$ cat src/hw/rtl/date_day_distance_top_defines.svh
// assertion macros for the date distance block
`ifndef DATE_DAY_DISTANCE_TOP_DEFINES_SVH
`define DATE_DAY_DISTANCE_TOP_DEFINES_SVH
`ifndef NO_ASSERTIONS
`define DDD_ASSERT_IMPLY(lbl, ante, cons) \
    lbl: assert property (@(posedge clk) disable iff (!rst_n) (ante) |-> (cons)) \
        else $error("same-cycle implication check failed");
`define DDD_ASSERT_NEXT(lbl, ante, cons) \
    lbl: assert property (@(posedge clk) disable iff (!rst_n) (ante) |=> (cons)) \
        else $error("next-cycle implication check failed");
`else
`define DDD_ASSERT_IMPLY(lbl, ante, cons)
`define DDD_ASSERT_NEXT(lbl, ante, cons)
`endif
`endif

$ cat src/hw/rtl/ddd_pkg.sv
package ddd_pkg;

    localparam int DAY_W      = 5;
    localparam int MONTH_W    = 4;
    localparam int YEAR_W     = 14;
    localparam int YY_W       = 15;
    localparam int Q4_W       = 13;
    localparam int Q100_W     = 8;
    localparam int RECIP_W    = 16;
    localparam int PROD_W     = Q4_W + RECIP_W;
    localparam int MS_W       = 9;
    localparam int COUNT_W    = 23;
    localparam int DIST_W     = 22;
    localparam int STATUS_W   = 2;
    localparam int YCMP_W     = 16;
    localparam int IN_DATA_W  = 48;
    localparam int OUT_DATA_W = 24;

    // floor(x / 25) = (x * RECIP_25) >> RECIP_SHIFT, exact for x below 43690
    localparam logic [RECIP_W-1:0] RECIP_25    = 16'd41944;
    localparam int                 RECIP_SHIFT = 20;

    localparam logic [YY_W-1:0]    YEAR_OFFSET   = 15'd399;
    localparam logic [COUNT_W-1:0] DAYS_PER_YEAR = 23'd365;

    localparam logic [STATUS_W-1:0] STATUS_OK         = 2'd0;
    localparam logic [STATUS_W-1:0] STATUS_FIRST_BAD  = 2'd1;
    localparam logic [STATUS_W-1:0] STATUS_SECOND_BAD = 2'd2;

    localparam logic [MONTH_W-1:0] MONTH_JAN = 4'd1;
    localparam logic [MONTH_W-1:0] MONTH_FEB = 4'd2;
    localparam logic [MONTH_W-1:0] MONTH_MAR = 4'd3;
    localparam logic [MONTH_W-1:0] MONTH_APR = 4'd4;
    localparam logic [MONTH_W-1:0] MONTH_MAY = 4'd5;
    localparam logic [MONTH_W-1:0] MONTH_JUN = 4'd6;
    localparam logic [MONTH_W-1:0] MONTH_JUL = 4'd7;
    localparam logic [MONTH_W-1:0] MONTH_AUG = 4'd8;
    localparam logic [MONTH_W-1:0] MONTH_SEP = 4'd9;
    localparam logic [MONTH_W-1:0] MONTH_OCT = 4'd10;
    localparam logic [MONTH_W-1:0] MONTH_NOV = 4'd11;
    localparam logic [MONTH_W-1:0] MONTH_DEC = 4'd12;

    typedef struct packed {
        logic [DAY_W-1:0]   day;
        logic [MONTH_W-1:0] month;
        logic [YEAR_W-1:0]  year;
    } date_t;

    typedef struct packed {
        logic s1;
        logic s2;
        logic s3;
    } stage_en_t;

    // days before the first of the month in a common year
    function automatic logic [MS_W-1:0] month_start(input logic [MONTH_W-1:0] m);
        logic [MS_W-1:0] r;
        begin
            case (m)
                MONTH_FEB: r = 9'd31;
                MONTH_MAR: r = 9'd59;
                MONTH_APR: r = 9'd90;
                MONTH_MAY: r = 9'd120;
                MONTH_JUN: r = 9'd151;
                MONTH_JUL: r = 9'd181;
                MONTH_AUG: r = 9'd212;
                MONTH_SEP: r = 9'd243;
                MONTH_OCT: r = 9'd273;
                MONTH_NOV: r = 9'd304;
                MONTH_DEC: r = 9'd334;
                default:   r = 9'd0;
            endcase
            return r;
        end
    endfunction

    function automatic logic [DAY_W-1:0] month_length(input logic [MONTH_W-1:0] m,
                                                      input logic leap);
        logic [DAY_W-1:0] r;
        begin
            case (m) inside
                MONTH_FEB:                               r = leap ? 5'd29 : 5'd28;
                MONTH_APR, MONTH_JUN, MONTH_SEP, MONTH_NOV: r = 5'd30;
                default:                                 r = 5'd31;
            endcase
            return r;
        end
    endfunction

endpackage

$ cat src/hw/rtl/ddd_day_count.sv
module ddd_day_count #(
    parameter int unsigned MAX_YEAR = 9999
) (
    input  logic                        clk,
    input  ddd_pkg::stage_en_t          en,
    input  ddd_pkg::date_t              date,
    output logic                        ok,
    output logic [ddd_pkg::COUNT_W-1:0] count
);
    import ddd_pkg::*;

    // stage 1: offset year and reciprocal products
    logic [DAY_W-1:0]   day1_reg;
    logic [MONTH_W-1:0] month1_reg;
    logic [YEAR_W-1:0]  year1_reg;
    logic [YY_W-1:0]    yy1_reg;
    logic [YY_W-1:0]    yy1_next;
    logic [PROD_W-1:0]  pyy1_reg;
    logic [PROD_W-1:0]  pyy1_next;
    logic [PROD_W-1:0]  py1_reg;
    logic [PROD_W-1:0]  py1_next;

    assign yy1_next  = YY_W'(date.year) + YEAR_OFFSET;
    assign pyy1_next = PROD_W'(yy1_next[YY_W-1:2]) * PROD_W'(RECIP_25);
    assign py1_next  = PROD_W'(date.year[YEAR_W-1:2]) * PROD_W'(RECIP_25);

    always_ff @(posedge clk)
    begin
        if (en.s1)
        begin
            day1_reg   <= date.day;
            month1_reg <= date.month;
            year1_reg  <= date.year;
            yy1_reg    <= yy1_next;
            pyy1_reg   <= pyy1_next;
            py1_reg    <= py1_next;
        end
    end

    // stage 2: leap year, date check, year base and in-year offset
    logic [Q100_W-1:0]  q100yy;
    logic [Q100_W-1:0]  q100y;
    logic [11:0]        rem25;
    logic               leap;
    logic               ok2_next;
    logic               ok2_reg;
    logic [COUNT_W-1:0] base2_next;
    logic [COUNT_W-1:0] base2_reg;
    logic [Q4_W-1:0]    off2_next;
    logic [Q4_W-1:0]    off2_reg;

    always_comb
    begin
        q100yy = pyy1_reg[RECIP_SHIFT +: Q100_W];
        q100y  = py1_reg[RECIP_SHIFT +: Q100_W];
        rem25  = 12'(year1_reg[YEAR_W-1:2]) - 12'(q100y) * 12'd25;
        leap   = (year1_reg[1:0] == 2'd0) && ((rem25 != 12'd0) || (q100y[1:0] == 2'd0));
        ok2_next = (YCMP_W'(year1_reg) <= YCMP_W'(MAX_YEAR))
                && (month1_reg >= MONTH_JAN) && (month1_reg <= MONTH_DEC)
                && (day1_reg != '0) && (day1_reg <= month_length(month1_reg, leap));
        base2_next = COUNT_W'(yy1_reg) * DAYS_PER_YEAR;
        off2_next  = Q4_W'(yy1_reg[YY_W-1:2]) - Q4_W'(q100yy) + Q4_W'(q100yy[Q100_W-1:2])
                   + Q4_W'(month_start(month1_reg))
                   + Q4_W'(leap && (month1_reg > MONTH_FEB))
                   + Q4_W'(day1_reg);
    end

    always_ff @(posedge clk)
    begin
        if (en.s2)
        begin
            ok2_reg   <= ok2_next;
            base2_reg <= base2_next;
            off2_reg  <= off2_next;
        end
    end

    // stage 3: final day count
    logic               ok3_reg;
    logic [COUNT_W-1:0] count3_reg;
    logic [COUNT_W-1:0] count3_next;

    assign count3_next = base2_reg + COUNT_W'(off2_reg);

    always_ff @(posedge clk)
    begin
        if (en.s3)
        begin
            ok3_reg    <= ok2_reg;
            count3_reg <= count3_next;
        end
    end

    assign ok    = ok3_reg;
    assign count = count3_reg;

endmodule

$ cat src/hw/rtl/ddd_result.sv
module ddd_result (
    input  logic                         clk,
    input  logic                         load,
    input  logic                         ok_a,
    input  logic                         ok_b,
    input  logic [ddd_pkg::COUNT_W-1:0]  count_a,
    input  logic [ddd_pkg::COUNT_W-1:0]  count_b,
    output logic [ddd_pkg::STATUS_W-1:0] status,
    output logic [ddd_pkg::DIST_W-1:0]   distance_days
);
    import ddd_pkg::*;

    logic [STATUS_W-1:0] status_reg;
    logic [STATUS_W-1:0] status_next;
    logic [DIST_W-1:0]   dist_reg;
    logic [DIST_W-1:0]   dist_next;
    logic [COUNT_W-1:0]  diff;

    always_comb
    begin
        diff = (count_a >= count_b) ? (count_a - count_b) : (count_b - count_a);
        if (!ok_a)
        begin
            status_next = STATUS_FIRST_BAD;
            dist_next   = '0;
        end
        else if (!ok_b)
        begin
            status_next = STATUS_SECOND_BAD;
            dist_next   = '0;
        end
        else
        begin
            status_next = STATUS_OK;
            dist_next   = diff[DIST_W-1:0];
        end
    end

    always_ff @(posedge clk)
    begin
        if (load)
        begin
            status_reg <= status_next;
            dist_reg   <= dist_next;
        end
    end

    assign status        = status_reg;
    assign distance_days = dist_reg;

endmodule

$ cat src/hw/rtl/date_day_distance_top.sv
// channel   dir  tdata fields, lowest bit up
// s_axis    in   first_day[4:0] first_month[8:5] first_year[22:9]
//                second_day[27:23] second_month[31:28] second_year[45:32], zero [47:46]
// m_axis    out  status[1:0] distance_days[23:2]
//
// one transaction per cycle sustained while m_axis_tready stays high
// three stages per date (products, check and year base, day count), then the result register
// each stage loads when it is empty or the next one moves, so bubbles fill during a stall
// a stalled result holds and nothing is dropped or repeated
// rst_n clears only the stage and result valid bits
module date_day_distance_top #(
    parameter int unsigned MAX_YEAR = 9999
) (
    input  logic                           clk,
    input  logic                           rst_n,
    input  logic                           s_axis_tvalid,
    output logic                           s_axis_tready,
    // first_day, first_month, first_year, second_day, second_month, second_year
    input  logic [ddd_pkg::IN_DATA_W-1:0]  s_axis_tdata,
    output logic                           m_axis_tvalid,
    input  logic                           m_axis_tready,
    // status, distance_days
    output logic [ddd_pkg::OUT_DATA_W-1:0] m_axis_tdata
);
    import ddd_pkg::*;

`include "date_day_distance_top_defines.svh"

    logic      v1_reg, v1_next;
    logic      v2_reg, v2_next;
    logic      v3_reg, v3_next;
    logic      vout_reg, vout_next;
    logic      load_out;
    stage_en_t en;
    date_t     date_a;
    date_t     date_b;
    logic      ok_a, ok_b;
    logic [COUNT_W-1:0]  count_a, count_b;
    logic [STATUS_W-1:0] status;
    logic [DIST_W-1:0]   distance_days;
    logic      s_fire;

    always_comb
    begin
        load_out = !vout_reg || m_axis_tready;
        en.s3    = !v3_reg || load_out;
        en.s2    = !v2_reg || en.s3;
        en.s1    = !v1_reg || en.s2;
        s_fire   = s_axis_tvalid && en.s1;
        v1_next   = en.s1 ? s_axis_tvalid : v1_reg;
        v2_next   = en.s2 ? v1_reg : v2_reg;
        v3_next   = en.s3 ? v2_reg : v3_reg;
        vout_next = load_out ? v3_reg : vout_reg;
    end

    always_ff @(posedge clk or negedge rst_n)
    begin
        if (!rst_n)
        begin
            v1_reg   <= 1'b0;
            v2_reg   <= 1'b0;
            v3_reg   <= 1'b0;
            vout_reg <= 1'b0;
        end
        else
        begin
            v1_reg   <= v1_next;
            v2_reg   <= v2_next;
            v3_reg   <= v3_next;
            vout_reg <= vout_next;
        end
    end

    assign date_a.day   = s_axis_tdata[4:0];
    assign date_a.month = s_axis_tdata[8:5];
    assign date_a.year  = s_axis_tdata[22:9];
    assign date_b.day   = s_axis_tdata[27:23];
    assign date_b.month = s_axis_tdata[31:28];
    assign date_b.year  = s_axis_tdata[45:32];

    ddd_day_count #(
        .MAX_YEAR(MAX_YEAR)
    ) u_count_a (
        .clk  (clk),
        .en   (en),
        .date (date_a),
        .ok   (ok_a),
        .count(count_a)
    );

    ddd_day_count #(
        .MAX_YEAR(MAX_YEAR)
    ) u_count_b (
        .clk  (clk),
        .en   (en),
        .date (date_b),
        .ok   (ok_b),
        .count(count_b)
    );

    ddd_result u_result (
        .clk          (clk),
        .load         (load_out),
        .ok_a         (ok_a),
        .ok_b         (ok_b),
        .count_a      (count_a),
        .count_b      (count_b),
        .status       (status),
        .distance_days(distance_days)
    );

    assign s_axis_tready = en.s1;
    assign m_axis_tvalid = vout_reg;
    assign m_axis_tdata  = {distance_days, status};

    `DDD_ASSERT_IMPLY(a_empty_out_ready, !vout_reg, s_axis_tready)
    `DDD_ASSERT_IMPLY(a_full_stall_blocks, vout_reg && !m_axis_tready && v1_reg && v2_reg && v3_reg, !s_axis_tready)
    `DDD_ASSERT_NEXT(a_accept_enters, s_fire, v1_reg)
    `DDD_ASSERT_IMPLY(a_bad_zero_dist, vout_reg && (status != STATUS_OK), distance_days == '0)

endmodule

$ cat config.mk
export PLATFORM = sky130hd
export DESIGN_NAME = date_day_distance_top
export DESIGN_NICKNAME = d
export VERILOG_FILES = /design/src/hw/rtl/ddd_pkg.sv /design/src/hw/rtl/ddd_day_count.sv /design/src/hw/rtl/ddd_result.sv /design/src/hw/rtl/date_day_distance_top.sv
export VERILOG_INCLUDE_DIRS = /design/src /design/src/hw/rtl
export SDC_FILE = /design/constraint.sdc
export NUM_CORES = 2
export LEC_CHECK = 0
export ABC_AREA = 1
export BUFFER_PORTS_ARGS = -buffer_cell sky130_fd_sc_hd__buf_2
export CORE_MARGIN = 5
export CORE_UTILIZATION = 35
export DETAILED_ROUTE_END_ITERATION = 6
export RECOVER_POWER = 50
export SYNTH_ARGS = -nofsm -noshare
export SYNTH_HDL_FRONTEND = slang
export SYNTH_SLANG_ARGS = --single-unit
$ cat constraint.sdc
create_clock -name clk -period 8.74 [get_ports clk]
set_clock_uncertainty 0.15 [all_clocks]
set_input_delay 1.311 -clock clk [delete_from_list [all_inputs] [get_ports clk]]
set_output_delay 1.311 -clock clk [all_outputs]
set_load 0.01 [all_outputs]
==> flow_summary.json <==
{
  "outcome": "finished, violations left",
  "failed_checks": "capacitance limit, slew limit",
  "grt_pass1_vias": 26400,
  "critPathMaxFanout": 8,
  "hp-class": "flop to flop",
  "synth_top_area_cell": "ha_1",
  "nFillCells": 10500,
  "cts-root-buf": "clkbuf_16",
  "cts.sinks": 276,
  "crit_type": "input pin to flop",
  "r2r-end": "u_count_a.off2_reg[11]$_DFFE_PP_",
  "tns_ps": 0,
  "drt-total-wl_um": 79300,
  "start_util_pct": 35.2,
  "grt_use_total_pct": 14.5,
  "hpwlAfterDp_um": 68800,
  "ys_ff_latch": 276,
  "place_congestion": 0.893,
  "ys.warnings.count": 0,
  "grt-ovfl-total": 0,
  "final-setup-viol-count": 0,
  "yosys_most_used_dff": "edfxtp_1",
  "critPathLaunchType": "input pin",
  "h-tree-depth": 2,
  "via_per_inst": 4.62,
  "clockBufferDepth": 3,
  "mostFrequentLayoutCells": "inv_1 (967), ha_1 (658), nand2_1 (596)",
  "antenna_found_initial": 6,
  "cts_hold_buf": 0,
  "worst_slew_pin_slew_ps": 2590,
  "fmax_mhz": 137,
  "reg2regPathDepth": 24,
  "r2r_start": "u_count_a.py1_reg[25]$_DFFE_PN_",
  "dieWidth_um": 332,
  "hold_viol": 0,
  "ctsResizeCount": 0,
  "cts_tree": "built",
  "final_common_cell": "inv_1",
  "drc": 0,
  "synth_edf_count": 254,
  "maxCapViolCount": 1,
  "drtIter0Drc": 1024,
  "multiInputGateArea_mm2": 0.0244,
  "portBuffers": 75,
  "cp-endpoint": "u_count_b.pyy1_reg[27]$_DFFE_PN_",
  "synth.avg_cell_area_um2": 9.06,
  "netlist_area_mm2": 0.0364,
  "reg2reg_slack_ps": 2910,
  "layout-drive-gt1-share_pct": 3.02,
  "placed_area_mm2": 0.0384,
  "num_rows": 118,
  "vias": 25500,
  "ys_async_sr_fraction_pct": 1.45,
  "grt_pass1_wl_um": 133000,
  "yosysTopAreaCellShare_pct": 22.6,
  "rsz0062_at_grt": "false",
  "preCtsSetupSlack_ps": 1180,
  "postSynthCellCount": 4014,
  "period_needed_ps": 7310,
  "ant_nets": 0,
  "grt_max_degree": 75,
  "wl_per_cell_um": 14.3,
  "post-cts-setup-buffers": 0,
  "cp-startpoint": "s_axis_tdata[35]",
  "fin_crit_sh_pct": 83.7,
  "numCtsBuffers": 36,
  "drtPass1Iterations": 6,
  "seqCellArea_mm2": 0.00809,
  "max_slew_margin_pct": -73.0,
  "fp.coreArea_mm2": 0.103,
  "synth_cell_types": 61,
  "final_cell_area_mm2": 0.0394,
  "dieArea_mm2": 0.110,
  "setup_slack_ps": 1430,
  "cp.required_ps": 8880,
  "area_growth_pct": 8.37,
  "yosysSeqAreaShare_pct": 22.2,
  "nNetsFinal": 5195,
  "chipHeight_um": 332,
  "yosys-top-cells-area": "ha_1 (23%), edfxtp_1 (21%), fa_1 (20%)",
  "ios": 78,
  "mappedNetlistNets": 5090,
  "worst_setup_path_end_kind": "flop",
  "crit_arrival_ps": 7450,
  "clock_latency_ps": 550,
  "drv_slew": 51,
  "fin_util_pct": 38.1,
  "clkTransAtPathRegs_ps": 50
}
critical path: stages:
cell and delay [ps]:
clkbuf_1 500, inv_1 190, ha_1 240, a21oi_1 230, nor2_1 110, nor3_1 250
nor2_1 110, nand2_1 80, xor2_1 140, buf_4 190, inv_1 140, ha_1 370
fa_1 490, inv_1 50, fa_1 510, inv_1 60, fa_1 560, fa_1 440
ha_1 350, nand2_1 120, o21ai_0 340, nor2_1 80, o21ai_0 230, nand2_1 80
nand3_1 110, nand3b_1 110, nand2_1 50
layer usage:
metal / vias up / global-route usage (%) / wire, µm
li1: 13000 / - / -
met3: 89 / 2.25 / 3520
met2: 368 / 24.4 / 36700
met5: - / 0 / 24
met1: 12000 / 20.0 / 37600
met4: 4 / 2.94 / 1440
worst min-delay path by stage:
| stage | startpoint | to | slack [ps] | cells past startpoint |
|---|---|---|---|---|
| after detailed placement | u_count_a.ok2_reg$_DFFE_PP_ | u_count_a.ok$_DFFE_PP_ | 260 | 0 |
| after CTS | u_count_a.ok2_reg$_DFFE_PP_ | u_count_a.ok$_DFFE_PP_ | 270 | 0 |
| after global routing | u_count_a.ok2_reg$_DFFE_PP_ | u_count_a.ok$_DFFE_PP_ | 280 | 0 |
| after global placement | u_count_a.ok2_reg$_DFFE_PP_ | u_count_a.ok$_DFFE_PP_ | 260 | 0 |
| after floorplan | u_count_a.ok2_reg$_DFFE_PP_ | u_count_a.ok$_DFFE_PP_ | 250 | 0 |
| final | u_count_a.ok2_reg$_DFFE_PP_ | u_count_a.ok$_DFFE_PP_ | 270 | 0 |
stage by stage:
stage	std cells	hold WS (ps)
after floorplan	4014	250
after global placement	5461	264
after detailed placement	5461	259
after CTS	5525	272
after global routing	5525	285
final	5526	269
area by class of cell:
cell class | count | area share, %
repair buffers | 92 | 1.00
clock inverters | 19 | 0.460
flip-flops and latches | 276 | 20.5
diodes | 1 | 0.00635
clock buffers | 45 | 2.37
inverters | 970 | 9.24
multi-input cells | 2743 | 62.0
well taps | 1380 | 4.38
cell usage after synthesis (all sizes together) (2+ instances only):
cell type and number:
a21boi 5, a211oi 7, nand4 38, fa 366, nor3b 2, nand2 610
clkbuf 3, o2111ai 2, nor2 200, nor3 32, o311ai 2, nand3 131
xor2 130, xnor2 70, buf 22, o21ai 140, inv 970, a22oi 2
o31ai 3, dfrtp 4, a221oi 3, o21bai 15, ha 658, edfxtp 254
a31oi 14, and2 3, o21a 8, nor4 5, dfxtp 18, or2 10
o22ai 3, a21oi 240, nand3b 5, a21o 31
cells by family (layout without fill, tap and decap cells):
| group | after synthesis | count (layout) | synth area share [%] |
|---|---|---|---|
| adder cells (fa/ha/maj) | 1024 | 1024 | 42.8 |
| other | 0 | 1 | 0 |
| flip-flops | 276 | 276 | 22.2 |
| AO/OA/AOI/OAI | 480 | 480 | 7.52 |
| buffers and inverters | 995 | 1126 | 10.5 |
| XOR/XNOR | 200 | 200 | 4.82 |
| AND/OR/NAND/NOR | 1039 | 1039 | 12.1 |
Power is left out: the tool's default activity adds up to more than one toggle a clock period on the data nets, which glitch-free logic cannot reach.
